==> config.mk <==
export PLATFORM = sky130hd
export DESIGN_NAME = svpwm_cfg_regs
export DESIGN_NICKNAME = d
export VERILOG_FILES = /design/src/hdl/svpwm_duty_from_uq_macros.svh /design/src/hdl/svpwm_pkg.sv /design/src/hdl/svpwm_cfg_regs.sv
export SDC_FILE = /design/constraint.sdc
export NUM_CORES = 1
export LEC_CHECK = 0
export ABC_CLOCK_PERIOD_IN_PS = 2400
export BUFFER_PORTS_ARGS = -buffer_cell sky130_fd_sc_hd__buf_4
export CAP_MARGIN = 30
export CORE_MARGIN = 2
export CORE_UTILIZATION = 45
export CTS_CLUSTER_DIAMETER = 120
export DETAILED_ROUTE_END_ITERATION = 8
export PLACE_DENSITY = 0.76
export SLEW_MARGIN = 15
export SYNTH_ARGS = -nofsm -noshare
export SYNTH_HDL_FRONTEND = slang
export SYNTH_SLANG_ARGS = --single-unit
export TNS_END_PERCENT = 5
==> constraint.sdc <==
create_clock -name clk -period 2.4 [get_ports clk]
set_input_delay 0.24 -clock clk [delete_from_list [all_inputs] [get_ports clk]]
set_output_delay 0.24 -clock clk [all_outputs]
set_load 0.1 [all_outputs]
==> src/hdl/svpwm_duty_from_uq_macros.svh <==
// ---------------------------------------------------------------------------
// svpwm_duty_from_uq macros
// assertion helpers used by the svpwm_duty_from_uq top level
// ---------------------------------------------------------------------------
`ifndef SVPWM_DUTY_FROM_UQ_MACROS_SVH
`define SVPWM_DUTY_FROM_UQ_MACROS_SVH

// same-cycle implication, disabled in reset
`define SVPWM_ASSERT_SAME(label, clk, rst_n, ante, cons, msg) \
  label: assert property (@(posedge clk) disable iff (!rst_n) (ante) |-> (cons)) \
    else $error(msg);

// next-cycle implication, disabled in reset
`define SVPWM_ASSERT_NEXT(label, clk, rst_n, ante, cons, msg) \
  label: assert property (@(posedge clk) disable iff (!rst_n) (ante) |=> (cons)) \
    else $error(msg);

`endif

==> src/hdl/svpwm_pkg.sv <==
// ---------------------------------------------------------------------------
// svpwm_pkg
// shared types and constants of the svpwm duty pipeline
// ---------------------------------------------------------------------------
`timescale 1ns / 1ps

package svpwm_pkg;

  // register map, one register per 32-bit word
  typedef enum logic [1:0] {
    REG_UQ_LIMIT       = 2'd0,
    REG_MAX_VOLTAGE    = 2'd1,
    REG_SUPPLY_VOLTAGE = 2'd2,
    REG_PWM_PERIOD     = 2'd3
  } svpwm_reg_t;

  localparam int CfgAddrW = 4;
  localparam int CfgDataW = 32;

  localparam logic [14:0] RstUqLimit       = 15'd0;
  localparam logic [14:0] RstMaxVoltage    = 15'd3072;
  localparam logic [14:0] RstSupplyVoltage = 15'd3072;
  localparam logic [15:0] RstPwmPeriod     = 16'd4199;

  // sqrt(3) in q2.30
  localparam logic signed [31:0] Sqrt3Q30 = 32'sd1859775393;

  // quotient bits of the duty divider, one per stage
  localparam int DivSteps = 16;

  typedef struct packed {
    logic signed [15:0] uq_volts;
    logic signed [15:0] sin_angle;
    logic signed [15:0] cos_angle;
  } svpwm_in_t;

  typedef struct packed {
    logic [15:0] duty_a;
    logic [15:0] duty_b;
    logic [15:0] duty_c;
  } svpwm_out_t;

  // live configuration seen by the datapath
  typedef struct packed {
    logic [14:0] lim;     // effective q voltage limit
    logic [14:0] supply;
    logic [15:0] period;
  } svpwm_cfg_t;

  // per-phase dividends, already divided by 2^17
  typedef struct packed {
    logic [31:0] num_a;
    logic [31:0] num_b;
    logic [31:0] num_c;
  } svpwm_num_t;

endpackage

==> src/hdl/svpwm_cfg_regs.sv <==
// ---------------------------------------------------------------------------
// svpwm_cfg_regs
// apb register file and voltage limit selection
// ---------------------------------------------------------------------------
`timescale 1ns / 1ps

module svpwm_cfg_regs
  import svpwm_pkg::*;
(
  input  logic                clk,
  input  logic                rst_n,
  input  logic                psel,
  input  logic                penable,
  input  logic                pwrite,
  input  logic [CfgAddrW-1:0] paddr,
  input  logic [CfgDataW-1:0] pwdata,
  output logic [CfgDataW-1:0] prdata,
  output svpwm_cfg_t          cfg
);

  logic [14:0] vlim_r, vlim_nxt;
  logic [14:0] vmax_r, vmax_nxt;
  logic [14:0] supply_r, supply_nxt;
  logic [15:0] period_r, period_nxt;
  logic        wr_en;
  svpwm_reg_t  idx;

  assign wr_en = psel & penable & pwrite;
  assign idx   = svpwm_reg_t'(paddr[3:2]);

  always_comb begin
    vlim_nxt   = vlim_r;
    vmax_nxt   = vmax_r;
    supply_nxt = supply_r;
    period_nxt = period_r;
    if (wr_en) begin
      case (idx)
        REG_UQ_LIMIT:       vlim_nxt   = pwdata[14:0];
        REG_MAX_VOLTAGE:    vmax_nxt   = pwdata[14:0];
        REG_SUPPLY_VOLTAGE: supply_nxt = pwdata[14:0];
        REG_PWM_PERIOD:     period_nxt = pwdata[15:0];
        default: ;
      endcase
    end
  end

  always_ff @(posedge clk) begin
    if (!rst_n) begin
      vlim_r   <= RstUqLimit;
      vmax_r   <= RstMaxVoltage;
      supply_r <= RstSupplyVoltage;
      period_r <= RstPwmPeriod;
    end else begin
      vlim_r   <= vlim_nxt;
      vmax_r   <= vmax_nxt;
      supply_r <= supply_nxt;
      period_r <= period_nxt;
    end
  end

  always_comb begin
    case (idx)
      REG_UQ_LIMIT:       prdata = {17'd0, vlim_r};
      REG_MAX_VOLTAGE:    prdata = {17'd0, vmax_r};
      REG_SUPPLY_VOLTAGE: prdata = {17'd0, supply_r};
      REG_PWM_PERIOD:     prdata = {16'd0, period_r};
      default:            prdata = '0;
    endcase
  end

  // zero or oversized limit falls back to the ceiling
  assign cfg.lim    = ((vlim_r == '0) || (vlim_r > vmax_r)) ? vmax_r : vlim_r;
  assign cfg.supply = supply_r;
  assign cfg.period = period_r;

endmodule

==> metrics <==
share of async-settable or async-resettable flops after synthesis 0%; number of vias per cell 5.403; Total Power about 2.5 mW; HPWL Detailed ~6.9 mm; nature of the critical path startpoint flip-flop; number of max-slew violations in the final report 0; fraction of final layout cells with drive strength greater than 1 41.42%; number of enable flip-flop cells after synthesis 0; Min Clock Period, post-route ~2.8 ns; synthesized netlist cell count 382; Achievable Freq ~350 MHz; global-route usage over all layers about 25%; commonest cells after routing, fill and taps aside 123 x nand2_1, 114 x buf_4, 51 x a21boi_0, 49 x dfxtp_1, 16 x conb_1; placed cells slightly below 600; Congestion Overflow GR 0; worst-case setup slack after placement -0.1793 ns; DRT antenna net count 0; total number of yosys warnings 0; number of antenna violations at the first check in global routing 0; setup tns final -6.294 ns; placer congestion estimate about 0.83; RSZ-0062 raised after global routing yes; Die Height ~91 um; overall die width approximately 90 um; share of the clock period used by the worst path 118.2%; Leakage Power ~2.0 nW; CTS Hold Buffers Added 0; average instance area after synthesis a little under 9 sq um; number of fill cells ~560; Arrival @ worst endpoint between 2 and 3 ns; sequential share of the synthesized area between 30% and 40%; vias in the first global route 3204; starting utilization of the core area between 40% and 50%; mean routed wirelength per cell 17.23 um; category of the critical setup timing path reg -> out; CTS clk-pin slew, worst paths 0.06 ns; Cell Pwr Density between 500 and 600 nW/um^2; most common cell after layout, fill and taps aside nand2_1; final count of hold timing violations 0; top fanout value on the critical path 6; # setup viols final 15; num rows 31; number of register bits inferred by synthesis between 60 and 70; DRT Pass-1 Iters 6; PortBufs 84; initial detailed-routing violation count between 200 and 300; critical path capture point type primary output; layout overhead on the synthesized area 45.43%; first-pass GRT wire length ~16 mm; Residual DRC 0; count of unique library cells instantiated by Yosys 35; Tightest Hold Check Type in -> reg; number of clock sinks just over 60; maximum number of pins on one net before global-route repair 62; number of diodes added for antenna fixing 0; Worst Max-Slew Pin Slew about 0.76 ns; total CTS buffers 9; final cell count without fillers 606; Top FF cell, synth dfxtp_1; area of the mapped netlist between 3000 and 4000 sq um; full die area 8198 sq um; violations in the final reports negative setup slack; CP required 2.16 ns; number of I/O pins about 120; buffer depth of the longest clock path 2; total via count after detailed routing ~3300; CTS tree yes; clock insertion delay at the later pin of the skew report around 0.35 ns; Core Footprint slightly above 7000 sq um; headroom to the max-slew limit approximately half; post-layout utilization of the core roughly two thirds; Worst Setup Slack, final -0.4368 ns; Setup Skew 0 ns; # nets final ~560; WL final around 10 mm; maximum vdd drop 349.3 uV; count of maximum capacitance violations 0; root buffer cell clkbuf_8; run status finished, violations left; H-tree lvl count 3
-- logic make-up after synthesis --
group | share of synthesized area [%]
buffers and inverters | 8.129
multiplexers | 16.15
AO/OA/AOI/OAI | 14.37
flip-flops | 36.23
other | 0.1113
AND/OR/NAND/NOR | 19.45
adder cells (fa/ha/maj) | 5.568
-- synthesized netlist by cell type, drive strengths merged (2+ instances only) --
library cell | instances | area share [%]
a21boi | 51 | 11
a21oi | 5 | 0.74
and3 | 2 | 0.37
buf | 21 | 4.5
clkbuf | 17 | 1.9
dfxtp | 61 | 36
ha | 15 | 5.6
inv | 16 | 1.8
mux2 | 15 | 6.1
mux4 | 15 | 10
nand2 | 123 | 14
nand3 | 11 | 1.6
nand3b | 2 | 0.45
nand4 | 3 | 0.56
nor2 | 5 | 0.63
nor3 | 2 | 0.30
nor4 | 3 | 0.56
o211ai | 2 | 0.45
o21ai | 2 | 0.30
-- worst max-delay path, stage by stage, from the launching register on --
cell,delay [ns]
dfxtp_2,0.34
inv_2,0.04
ha_4,0.26
nand4_1,0.15
or4_4,0.57
nor2_4,0.14
a31oi_4,0.06
buf_6,0.18
mux2_4,0.32
buf_12,0.17
-- through the flow --
stage / cell area (sq um) / hold WS, ns
2_1_floorplan: 3440 / 0.3640
3_3_place_gp: 4315 / 0.4616
3_5_place_dp: 4315 / 0.4742
4_1_cts: 4763 / 0.1352
5_1_grt: 4902 / 0.1443
6_report: 4902 / 0.1344
-- layer usage --
layer | global-route usage, % | vias up | wire [um]
met5 | 0 | - | 0
met4 | 7.949 | 0 | 258
met2 | 41.98 | 134 | 5092
li1 | - | 1510 | -
met1 | 31.89 | 1608 | 4420
met3 | 5.927 | 22 | 668
-- cell type report --
class	count	area, sq um	share of cell area [%]
Clock buffer	15	166.4	3.395
Clock inverter	1	5.005	0.1021
Inverter	16	60.06	1.225
Multi-Input combinational cell	282	2130	43.44
Sequential cell	61	1236	25.22
Tap cell	99	123.9	2.527
Timing Repair Buffer	132	1181	24.09
-- report_power, final --
part | leakage (nW) | internal [mW] | switching (mW) | total [mW]
registers | 0.497 | 1.03 | 0.0118 | 1.04
logic | 1.46 | 0.205 | 0.480 | 0.684
clock network | 0.0877 | 0.431 | 0.394 | 0.826
-- state kept, by name (all words and copies together), names as in the netlist --
| register | count |
|---|---|
| period_r | 16 |
| supply_r | 15 |
| vlim_r | 15 |
| vmax_r | 15 |
-- final timing paths --
check	start	endpoint	slack, ns	depth (start not counted)
min	pwdata[10]	supply_r[10]$_SDFFE_PN1P_	0.13	3
max reg2reg	vlim_r[14]$_SDFFE_PN0P_	vlim_r[14]$_SDFFE_PN0P_	1.46	4
min reg2reg	period_r[15]$_SDFFE_PN0P_	period_r[15]$_SDFFE_PN0P_	0.48	2
max	vmax_r[9]$_SDFFE_PN0P_	cfg[39]	-0.44	9
-- repair_timing --
item | in CTS | in global routing
pin swaps | 7 | 6
gates cloned | 0 | 0
buffers inserted | 2 | 2
gates resized for setup | 63 | 22
setup endpoints to repair | 15 | 15
Note: power is estimated with default switching activity, not from simulation.
