## src/hdl/svpwm_duty_from_uq_macros.svh

```systemverilog
// ---------------------------------------------------------------------------
// svpwm_duty_from_uq macros
// assertion helpers used by the svpwm_duty_from_uq top level
// ---------------------------------------------------------------------------
`ifndef SVPWM_DUTY_FROM_UQ_MACROS_SVH
`define SVPWM_DUTY_FROM_UQ_MACROS_SVH

// same-cycle implication, disabled in reset
`define SVPWM_ASSERT_SAME(label, clk, rst_n, ante, cons, msg) \
  label: assert property (@(posedge clk) disable iff (!rst_n) (ante) |-> (cons)) \
    else $error(msg);

// next-cycle implication, disabled in reset
`define SVPWM_ASSERT_NEXT(label, clk, rst_n, ante, cons, msg) \
  label: assert property (@(posedge clk) disable iff (!rst_n) (ante) |=> (cons)) \
    else $error(msg);

`endif

```

## src/hdl/svpwm_pkg.sv

```systemverilog
// ---------------------------------------------------------------------------
// svpwm_pkg
// shared types and constants of the svpwm duty pipeline
// ---------------------------------------------------------------------------
`timescale 1ns / 1ps

package svpwm_pkg;

  // register map, one register per 32-bit word
  typedef enum logic [1:0] {
    REG_UQ_LIMIT       = 2'd0,
    REG_MAX_VOLTAGE    = 2'd1,
    REG_SUPPLY_VOLTAGE = 2'd2,
    REG_PWM_PERIOD     = 2'd3
  } svpwm_reg_t;

  localparam int CfgAddrW = 4;
  localparam int CfgDataW = 32;

  localparam logic [14:0] RstUqLimit       = 15'd0;
  localparam logic [14:0] RstMaxVoltage    = 15'd3072;
  localparam logic [14:0] RstSupplyVoltage = 15'd3072;
  localparam logic [15:0] RstPwmPeriod     = 16'd4199;

  // sqrt(3) in q2.30
  localparam logic signed [31:0] Sqrt3Q30 = 32'sd1859775393;

  // quotient bits of the duty divider, one per stage
  localparam int DivSteps = 16;

  typedef struct packed {
    logic signed [15:0] uq_volts;
    logic signed [15:0] sin_angle;
    logic signed [15:0] cos_angle;
  } svpwm_in_t;

  typedef struct packed {
    logic [15:0] duty_a;
    logic [15:0] duty_b;
    logic [15:0] duty_c;
  } svpwm_out_t;

  // live configuration seen by the datapath
  typedef struct packed {
    logic [14:0] lim;     // effective q voltage limit
    logic [14:0] supply;
    logic [15:0] period;
  } svpwm_cfg_t;

  // per-phase dividends, already divided by 2^17
  typedef struct packed {
    logic [31:0] num_a;
    logic [31:0] num_b;
    logic [31:0] num_c;
  } svpwm_num_t;

endpackage

```

## src/hdl/svpwm_divider.sv

```systemverilog
// ---------------------------------------------------------------------------
// svpwm_divider
// pipelined restoring divide by supply_voltage, one quotient bit per stage
// ---------------------------------------------------------------------------
`timescale 1ns / 1ps

module svpwm_divider
  import svpwm_pkg::*;
(
  input  logic       clk,
  input  logic       rst_n,
  input  svpwm_cfg_t cfg,
  input  logic       in_valid,
  output logic       in_ready,
  input  svpwm_num_t in_num,
  output logic       out_valid,
  input  logic       out_ready,
  output svpwm_out_t out_data
);

  logic [DivSteps-1:0] v_r;
  logic [DivSteps-1:0] vin;
  logic [DivSteps-1:0] load;
  logic [DivSteps:0]   rdy;

  // remainder is not needed after the last stage
  logic [31:0] rem_r [DivSteps-1][3];
  logic [15:0] quo_r [DivSteps][3];

  assign rdy[DivSteps] = out_ready;
  assign vin = {v_r[DivSteps-2:0], in_valid};

  always_ff @(posedge clk) begin
    if (!rst_n) begin
      v_r <= '0;
    end else begin
      for (int i = 0; i < DivSteps; i++) begin
        if (rdy[i]) v_r[i] <= vin[i];
      end
    end
  end

  genvar k, p;
  generate
    for (k = 0; k < DivSteps; k++) begin : g_stage
      assign rdy[k]  = !v_r[k] || rdy[k+1];
      assign load[k] = rdy[k] && vin[k];

      for (p = 0; p < 3; p++) begin : g_phase
        logic [31:0] rem_in, dsh, rem_nxt;
        logic [15:0] quo_in, quo_nxt;
        logic        ge;

        if (k == 0) begin : g_first
          assign rem_in = (p == 0) ? in_num.num_a :
                          (p == 1) ? in_num.num_b : in_num.num_c;
          assign quo_in = '0;
        end else begin : g_next
          assign rem_in = rem_r[k-1][p];
          assign quo_in = quo_r[k-1][p];
        end

        always_comb begin
          dsh     = {17'd0, cfg.supply} << (DivSteps - 1 - k);
          ge      = (rem_in >= dsh);
          rem_nxt = ge ? (rem_in - dsh) : rem_in;
          quo_nxt = quo_in;
          quo_nxt[DivSteps-1-k] = ge;
        end

        always_ff @(posedge clk) begin
          if (load[k]) quo_r[k][p] <= quo_nxt;
        end

        if (k < DivSteps - 1) begin : g_rem
          always_ff @(posedge clk) begin
            if (load[k]) rem_r[k][p] <= rem_nxt;
          end
        end
      end
    end
  endgenerate

  // a zero supply gives zero duty on every phase
  logic supply_zero;
  assign supply_zero = (cfg.supply == '0);

  assign in_ready        = rdy[0];
  assign out_valid       = v_r[DivSteps-1];
  assign out_data.duty_a = supply_zero ? '0 : quo_r[DivSteps-1][0];
  assign out_data.duty_b = supply_zero ? '0 : quo_r[DivSteps-1][1];
  assign out_data.duty_c = supply_zero ? '0 : quo_r[DivSteps-1][2];

endmodule

```

## config.mk

```make
export PLATFORM = sky130hd
export DESIGN_NAME = svpwm_divider
export DESIGN_NICKNAME = d
export VERILOG_FILES = /design/src/hdl/svpwm_duty_from_uq_macros.svh /design/src/hdl/svpwm_pkg.sv /design/src/hdl/svpwm_divider.sv
export SDC_FILE = /design/constraint.sdc
export NUM_CORES = 2
export LEC_CHECK = 0
export ABC_AREA = 1
export BUFFER_PORTS_ARGS = -buffer_cell sky130_fd_sc_hd__buf_2
export CORE_ASPECT_RATIO = 1.2
export CORE_UTILIZATION = 35
export CTS_CLUSTER_DIAMETER = 40
export DETAILED_ROUTE_END_ITERATION = 12
export GPL_TIMING_DRIVEN = 0
export PLACE_DENSITY_LB_ADDON = 0.1
export SYNTH_ARGS = -nofsm -noshare
export SYNTH_HDL_FRONTEND = slang
export SYNTH_SLANG_ARGS = --single-unit
```

## constraint.sdc

```tcl
create_clock -name clk -period 9 [get_ports clk]
set_input_delay 0.45 -clock clk [delete_from_list [all_inputs] [get_ports clk]]
set_output_delay 0.45 -clock clk [all_outputs]
set_load 0.005 [all_outputs]
```

==> impl_metrics.env <==
export IMPL_status="finished clean"
export IMPL_num_vias=93230
export IMPL_cts_root_buf="clkbuf_16"
export IMPL_ant_nets=0
export IMPL_cpMostUsedCell="buf_2"
export IMPL_finalHoldViolations=0
export IMPL_grt_pass1_vias=96950
export IMPL_hpwl_mm=299.0
export IMPL_rows=231
export IMPL_avgSynthCellArea_sq_um=8.929
export IMPL_crit_required_ns=8.55
export IMPL_multi_input_area_sq_mm=0.05439
export IMPL_powerDensity_mw_per_mm2=187.5
export IMPL_final_util_pct=41.33
export IMPL_cts_buffers=330
export IMPL_postSynthCellCount=13050
export IMPL_drive_gt1_share_pct=9.463
export IMPL_min_path_type="input port to register"
export IMPL_synth_edf_count=1848
export IMPL_period_share_pct=53.69
export IMPL_drc=0
export IMPL_setup_slack_ns=4.168
export IMPL_worst_ir_drop_vdd_mv=0.1503
export IMPL_crit_family="buffers and inverters"
export IMPL_final_max_slew_viol_count=0
export IMPL_initial_utilization_pct=35.24
export IMPL_core_sq_mm=0.3306
export IMPL_cts_htree_levels=5
export IMPL_placed_area_sq_mm=0.1243
export IMPL_postLayoutCellArea_sq_mm=0.1366
export IMPL_avgRoutedWirePerCell_um=20.53
export IMPL_ys_types=70
export IMPL_dp_cells=17690
export IMPL_grt_antenna_before_repair=7
export IMPL_port_buffers=164
export IMPL_clock_path_buffers=4
export IMPL_die_area_sq_mm=0.3352
export IMPL_grt_setup_unrepaired="false"
export IMPL_grt_start_max_net_pins=94
export IMPL_drt_wl_total_mm=377.8
export IMPL_async_flop_share_pct=0
export IMPL_clk_pin_slew_worst_paths_ns=0.05
export IMPL_path_class="input port to primary output"
export IMPL_max_slew_margin_rel_pct=5.577
export IMPL_drtPass1Iterations=5
export IMPL_dp_slack_ns=3.792
export IMPL_grt_ovfl_total=0
export IMPL_hold_ws_ns=0.1481
export IMPL_grt_pass1_wl_mm=569.1
export IMPL_num_fill_cells=32950
export IMPL_cts_sinks=1864
export IMPL_worst_path_max_fanout=37
export IMPL_max_cap_viol_count=0
export IMPL_syn_area_sq_mm=0.1165
export IMPL_place_gp_congestion=0.9519
export IMPL_min_period_ns=4.832
export IMPL_worst_slew_pin_slew_ns=1.402
export IMPL_cpMaxStageDelayCell="buf_1"
export IMPL_seq_area_sq_mm=0.05581
export IMPL_grt_total_usage_pct=22.18
export IMPL_ys_ff_latch=1864
export IMPL_io_pins=196
export IMPL_area_growth_pct=17.27
export IMPL_instances_no_fill=18400
export IMPL_yosys_warnings=0
export IMPL_endpoint_kind="primary output"
export IMPL_die_x_um=528.7
export IMPL_critPathBufInv=6
export IMPL_setup_viol=0
export IMPL_syn_nets=13960
export IMPL_vias_per_cell=5.067
export IMPL_finalClockSkew_ns=0.04683
export IMPL_drtIter0Drc=4839
export IMPL_max_freq_ghz=0.2069
export IMPL_insertion_delay_ns=0.93
export IMPL_fin_nets=14610
export IMPL_slowest_delay_ns=1.02
export IMPL_path_cells="buf_2 -> inv_6 -> buf_16 -> nand4_1 -> nor4_1 -> clkbuf_1 -> buf_1 -> nor2_1 -> buf_2"
export IMPL_die_h_um=634.1
export IMPL_cts_tree="built"
export IMPL_leakagePower_nw=52.14
export IMPL_crit_path_start_kind="input port"
export IMPL_cp_arrival_ns=4.38
export IMPL_synthFlopType="edfxtp_1"
export IMPL_yosysSeqAreaShare_pct=47.90
through the flow:
stage	setup TNS, ns	power (mW)
2_1_floorplan	0	12.12
3_3_place_gp	-1058.42	13.06
3_5_place_dp	0	13.09
4_1_cts	0	26.00
5_1_grt	0	26.70
6_report	0	25.63
path summary, 6_finish.rpt:
path / start / endpoint / slack [ns] / cells past startpoint
worst max register to register: rem_r[5][15]$_DFFE_PP_ / rem_r[6][21]$_DFFE_PP_ / 5.43 / 10
worst max-delay path: cfg[24] / out_data[4] / 4.17 / 9
worst min-delay path: in_num[28] / rem_r[0][28]$_DFFE_PP_ / 0.15 / 3
worst min register to register: quo_r[0][220]$_DFFE_PP_ / quo_r[0][268]$_DFFE_PP_ / 0.38 / 0
timing repair:
action                                 in CTS  in global routing
setup buffers                               0                  0
resized for setup                           0                  0
endpoints found under the hold margin     108                  0
hold buffers                               99                  0
flip-flops by register name, indices dropped and copies added, names as in the netlist:
name   count
quo_r    408
rem_r   1440
v_r       16
worst register-to-register path, stage by stage, from the launching register on:
cell and delay, ns:
edfxtp_1 0.39, ha_1 0.37, nand2_1 0.07, inv_1 0.12
nand2_1 0.09, nor4_1 0.40, nand2_1 0.12, nand3_2 0.20
inv_1 0.12, buf_2 0.21, o21ai_0 1.10
cells in the final DEF, fill, tap and decap left out, types with 66 or more instances in the layout:
cell	synthesis	routed
nor4_1	159	159
nor3_1	224	224
inv_1	1416	1394
o21ai_0	962	961
xnor2_1	399	399
o21ai_1	140	141
clkbuf_16	0	333
a21o_1	86	86
buf_2	82	244
nor2_1	1495	1488
a21oi_1	1001	1001
xor2_1	346	346
nand3_1	508	508
nand4_1	170	170
or2_2	179	179
edfxtp_1	1848	1848
ha_1	720	720
nand2_1	2582	2582
dlygate4sd3_1	0	99
a31oi_1	67	66
where the power goes:
part           internal (mW)  switching [mW]
Sequential              9.78           0.106
Combinational           1.08            1.98
Clock                   8.05            4.63
Total                   18.9            6.71
cells by family after synthesis:
logic type	count (synthesis)	synth area share, %
adder cells (fa/ha/maj)	765	8.505
AO/OA/AOI/OAI	2612	12.51
AND/OR/NAND/NOR	5464	20.00
flip-flops	1864	47.90
buffers and inverters	1600	5.483
XOR/XNOR	745	5.600
synth_stat cells (all sizes together), types with 4 or more instances:
library cell  number  area share (%)
a211oi            32            0.21
a21boi            23            0.15
a21o              86            0.55
a21oi           1059             4.8
a31o               4           0.030
a31oi             67            0.36
a41oi             10           0.075
and2               6           0.032
and3               6           0.032
buf              134            0.76
clkbuf            26           0.084
dfxtp             16            0.27
edfxtp          1848              48
fa                45            0.77
ha               720             7.7
inv             1440             4.6
nand2           2600             8.4
nand2b             4           0.021
nand3            528             2.4
nand3b            45            0.29
nand4            174            0.96
nor2            1516             4.9
nor3             229             1.0
nor3b              7           0.049
nor4             160            0.86
o2111ai           17            0.13
o211ai            44            0.30
o21a              39            0.25
o21ai           1162             5.2
o21bai            48            0.31
o221ai             6           0.045
o31ai              6           0.039
or2              181            0.97
or3                4           0.021
xnor2            399             3.0
xor2             346             2.6
cell type report:
type | count | share of cell area [%]
sequential | 1864 | 40.85
multi-input combinational | 9586 | 39.80
clock buffer | 351 | 6.155
tap | 4427 | 4.054
inverter | 1440 | 4.033
timing repair buffer | 315 | 2.231
clock inverter | 254 | 2.155
buffer | 160 | 0.7188
antenna | 3 | 0.005494
metal layers:
metal,part of all wire (%),routed length [um],GRT usage [%],vias up
li1,-,-,-,46670
met1,40,149400,24.18,43920
met2,52,196600,42.14,1846
met3,3.0,11460,2.366,791
met4,5.4,20300,11.09,0
met5,0,0,0,-
Note: power is estimated with default switching activity, not from simulation.
